[src/dmt_ram.sv]
module dmt_ram #(
    parameter int WIDTH = 8,
    parameter int DEPTH = 16
) (
    input  logic                     clk,
    input  logic                     we,
    input  logic [$clog2(DEPTH)-1:0] waddr,
    input  logic [WIDTH-1:0]         wdata,
    input  logic                     re,
    input  logic [$clog2(DEPTH)-1:0] raddr,
    output logic [WIDTH-1:0]         rdata
);
    logic [WIDTH-1:0] mem [DEPTH];
    logic [WIDTH-1:0] rdata_reg;

    // one write port, one registered read port (old data on collision)
    always_ff @(posedge clk)
    begin
        if (we)
        begin
            mem[waddr] <= wdata;
        end
        if (re)
        begin
            rdata_reg <= mem[raddr];
        end
    end

    assign rdata = rdata_reg;
endmodule

[config.mk]
export PLATFORM = sky130hd
export DESIGN_NAME = dmt_ram
export DESIGN_NICKNAME = d
export VERILOG_FILES = /design/src/dmt_ram.sv
export SDC_FILE = /design/constraint.sdc
export NUM_CORES = 1
export LEC_CHECK = 0
export ABC_AREA = 1
export BUFFER_PORTS_ARGS = -buffer_cell sky130_fd_sc_hd__buf_2
export CAP_MARGIN = 15
export CELL_PAD_IN_SITES_DETAIL_PLACEMENT = 1
export CELL_PAD_IN_SITES_GLOBAL_PLACEMENT = 2
export CORE_MARGIN = 1.5
export CORE_UTILIZATION = 25
export DETAILED_ROUTE_END_ITERATION = 8
export PLACE_DENSITY_LB_ADDON = 0.1
export SLEW_MARGIN = 20
export SYNTH_ARGS = -nofsm -noshare
export SYNTH_HDL_FRONTEND = slang
export SYNTH_SLANG_ARGS = --single-unit
[constraint.sdc]
create_clock -name clk -period 2.1 [get_ports clk]
set_clock_uncertainty 0.15 [all_clocks]
set_input_delay 0.21 -clock clk [delete_from_list [all_inputs] [get_ports clk]]
set_output_delay 0.21 -clock clk [all_outputs]
set_load 0.03 [all_outputs]
==> flow_metrics.env <==
export IMPL_syn_nets=570
export IMPL_hold_viol=0
export IMPL_dp_cells=892
export IMPL_hold_class="input pin to flop"
export IMPL_hpwlAfterDp_mm=11.2
export IMPL_grt_overflow=0
export IMPL_outcome="finished, final reports clean"
export IMPL_layout_common_cells="nand2_1, edfxtp_1, inv_1, nand3_1, buf_2"
export IMPL_fin_tns_setup_ns=0
export IMPL_drc=0
export IMPL_postSynthCellCount=551
export IMPL_grt_pass1_vias=3953
export IMPL_final_common_cell="nand2_1"
export IMPL_p_comb_share_pct=6.7
export IMPL_synth_cell_types=11
export IMPL_clock_path_buffers=2
export IMPL_worstSetupEndpointType="output pin"
export IMPL_p_total_mw=6.57
export IMPL_cts_root_buf="clkbuf_16"
export IMPL_yosysSeqAreaShare_pct=69.8
export IMPL_slew_limit_headroom_pct=62.0
export IMPL_ys_ff_latch=136
export IMPL_coreArea_mm2=0.0228
export IMPL_crit_type="flop to output pin"
export IMPL_p_int_mw=5.14
export IMPL_rsz0062_at_grt="false"
export IMPL_drive_gt1_share_pct=12.7
export IMPL_stdcell_count=925
export IMPL_path_delay_family="flip-flops"
export IMPL_die_x_um=156
export IMPL_fill_cells=2542
export IMPL_worst_pin_slew_ns=0.569
export IMPL_die_h_um=156
export IMPL_slowest_delay_ns=0.43
export IMPL_final_nets=618
export IMPL_ctsHtreeMaxLevel=4
export IMPL_antenna_cells=0
export IMPL_cts_tree="built"
export IMPL_insertion_delay_ns=0.42
export IMPL_maxCapViolCount=0
export IMPL_syn_avg_cell_area_um2=10.6
export IMPL_drv_slew=0
export IMPL_dieArea_mm2=0.0243
export IMPL_routed_wl_mm=17.4
export IMPL_routedWlPerCell_um=18.8
export IMPL_path_cells="buf_2"
export IMPL_setup_viol=0
export IMPL_largest_reg_flops=128
export IMPL_syn_area_mm2=0.00585
export IMPL_period_needed_ns=1.42
export IMPL_crit_buf_inv=1
export IMPL_grtUsageTotal_pct=15.3
export IMPL_cts_reportedPaths_clkPinSlew_ns=0.06
export IMPL_rows=55
export IMPL_clock_sinks=136
export IMPL_fmax_ghz=0.705
export IMPL_globalplace_congestion=0.703
export IMPL_power_frac_seq_pct=46.8
export IMPL_synth_warnings=0
export IMPL_port_buffers=26
export IMPL_start_util_pct=25.7
export IMPL_hold_ws_ns=0.0916
export IMPL_cp_required_ns=1.74
export IMPL_num_vias=3881
export IMPL_powerDensity_mw_per_mm2=932
export IMPL_cts_made_buffers=17
export IMPL_antenna_found_initial=0
export IMPL_cp_max_fo=1
export IMPL_ant_nets=0
export IMPL_vias_per_cell=4.20
export IMPL_swShare_pct=21.8
export IMPL_drt_pass1_iter_count=6
export IMPL_drt_iter0_drc=170
export IMPL_switchingPower_mw=1.43
export IMPL_fin_util_pct=31.0
export IMPL_vdd_drop_max_mv=0.472
export IMPL_finalCritPeriodShare_pct=67.6
export IMPL_io_pins=27
export IMPL_critical_path_arrival_ns=1.06
export IMPL_slowest_stage="edfxtp_1"
export IMPL_start_kind="flop"
export IMPL_grt_max_degree=65
export IMPL_power_leakage_nw=2.97
export IMPL_grt_pass1_wl_mm=26.2
export IMPL_synthToLayoutAreaGrowth_pct=20.6
export IMPL_p_clk_share_pct=46.5
-- routing by layer --
metal | routed length, um | vias up | global-route usage [%]
met4 | 139 | 0 | 3.95
met2 | 7850 | 63 | 23.2
li1 | - | 1876 | -
met3 | 738 | 11 | 3.50
met5 | 0 | - | 0
met1 | 8630 | 1931 | 22.0
-- layout make-up --
class                   instances  area (um^2)  area share, %
well taps                     313          392           5.55
repair buffers                 53          385           5.47
flip-flops and latches        136         4080           57.9
clock buffers                  20          437           6.19
multi-input cells             289         1210           17.2
clock inverters                12          156           2.22
inverters                     102          383           5.43
-- worst paths after layout --
check / start / to / slack, ns / depth (start not counted)
hold / removal: wdata[7] / mem[8][7]$_DFFE_PP_ / 0.09 / 1
setup reg to reg: mem[11][4]$_DFFE_PP_ / rdata[4]$_DFFE_PP_ / 0.70 / 6
hold reg to reg: mem[12][1]$_DFFE_PP_ / rdata[1]$_DFFE_PP_ / 0.62 / 6
setup / recovery: rdata[0]$_DFFE_PP_ / rdata[0] / 0.68 / 1
-- worst register-to-register path, stage by stage, from the launching register on --
cell and delay, ns:
edfxtp_1 0.37, inv_1 0.06, nand2_1 0.06, nand3_1 0.10, nand3_1 0.13, nand3_1 0.20
nand2_1 0.08
-- logic make-up (layout without fill, tap and decap cells) --
kind of cell	Yosys count	in the layout	synth area share [%]
flip-flops	136	136	69.8
AND/OR/NAND/NOR	289	289	20.8
buffers and inverters	126	187	9.39
-- power by group through the flow --
| stage | registers [mW] | clock network [mW] | logic (mW) |
|---|---|---|---|
| after global placement | 3.13 | 0 | 0.452 |
| final | 3.08 | 3.06 | 0.438 |
| after detailed placement | 3.13 | 0 | 0.454 |
| after global routing | 3.08 | 3.25 | 0.492 |
| after CTS | 3.08 | 3.14 | 0.457 |
| after floorplan | 3.16 | 0 | 0.214 |
-- synth_stat cells (all sizes together) --
master    n  area, um^2
nor2     17        63.8
edfxtp  136        4080
nand3    97         485
nand2   173         649
buf      24         166
inv     102         383
nand3b    2        15.0
-- per-stage QoR --
step	instance area, um^2	setup WS (ns)
5_1_grt	7050	0.614
4_1_cts	7050	0.657
3_5_place_dp	6450	0.244
6_report	7050	0.681
3_3_place_gp	6450	0.276
2_1_floorplan	5850	0.789
-- timing repair --
item,in CTS,in global routing
hold buffers,1,0
buffers inserted,0,0
endpoints found under the hold margin,1,0
resized for setup,0,0
Note: power is estimated with default switching activity, not from simulation.
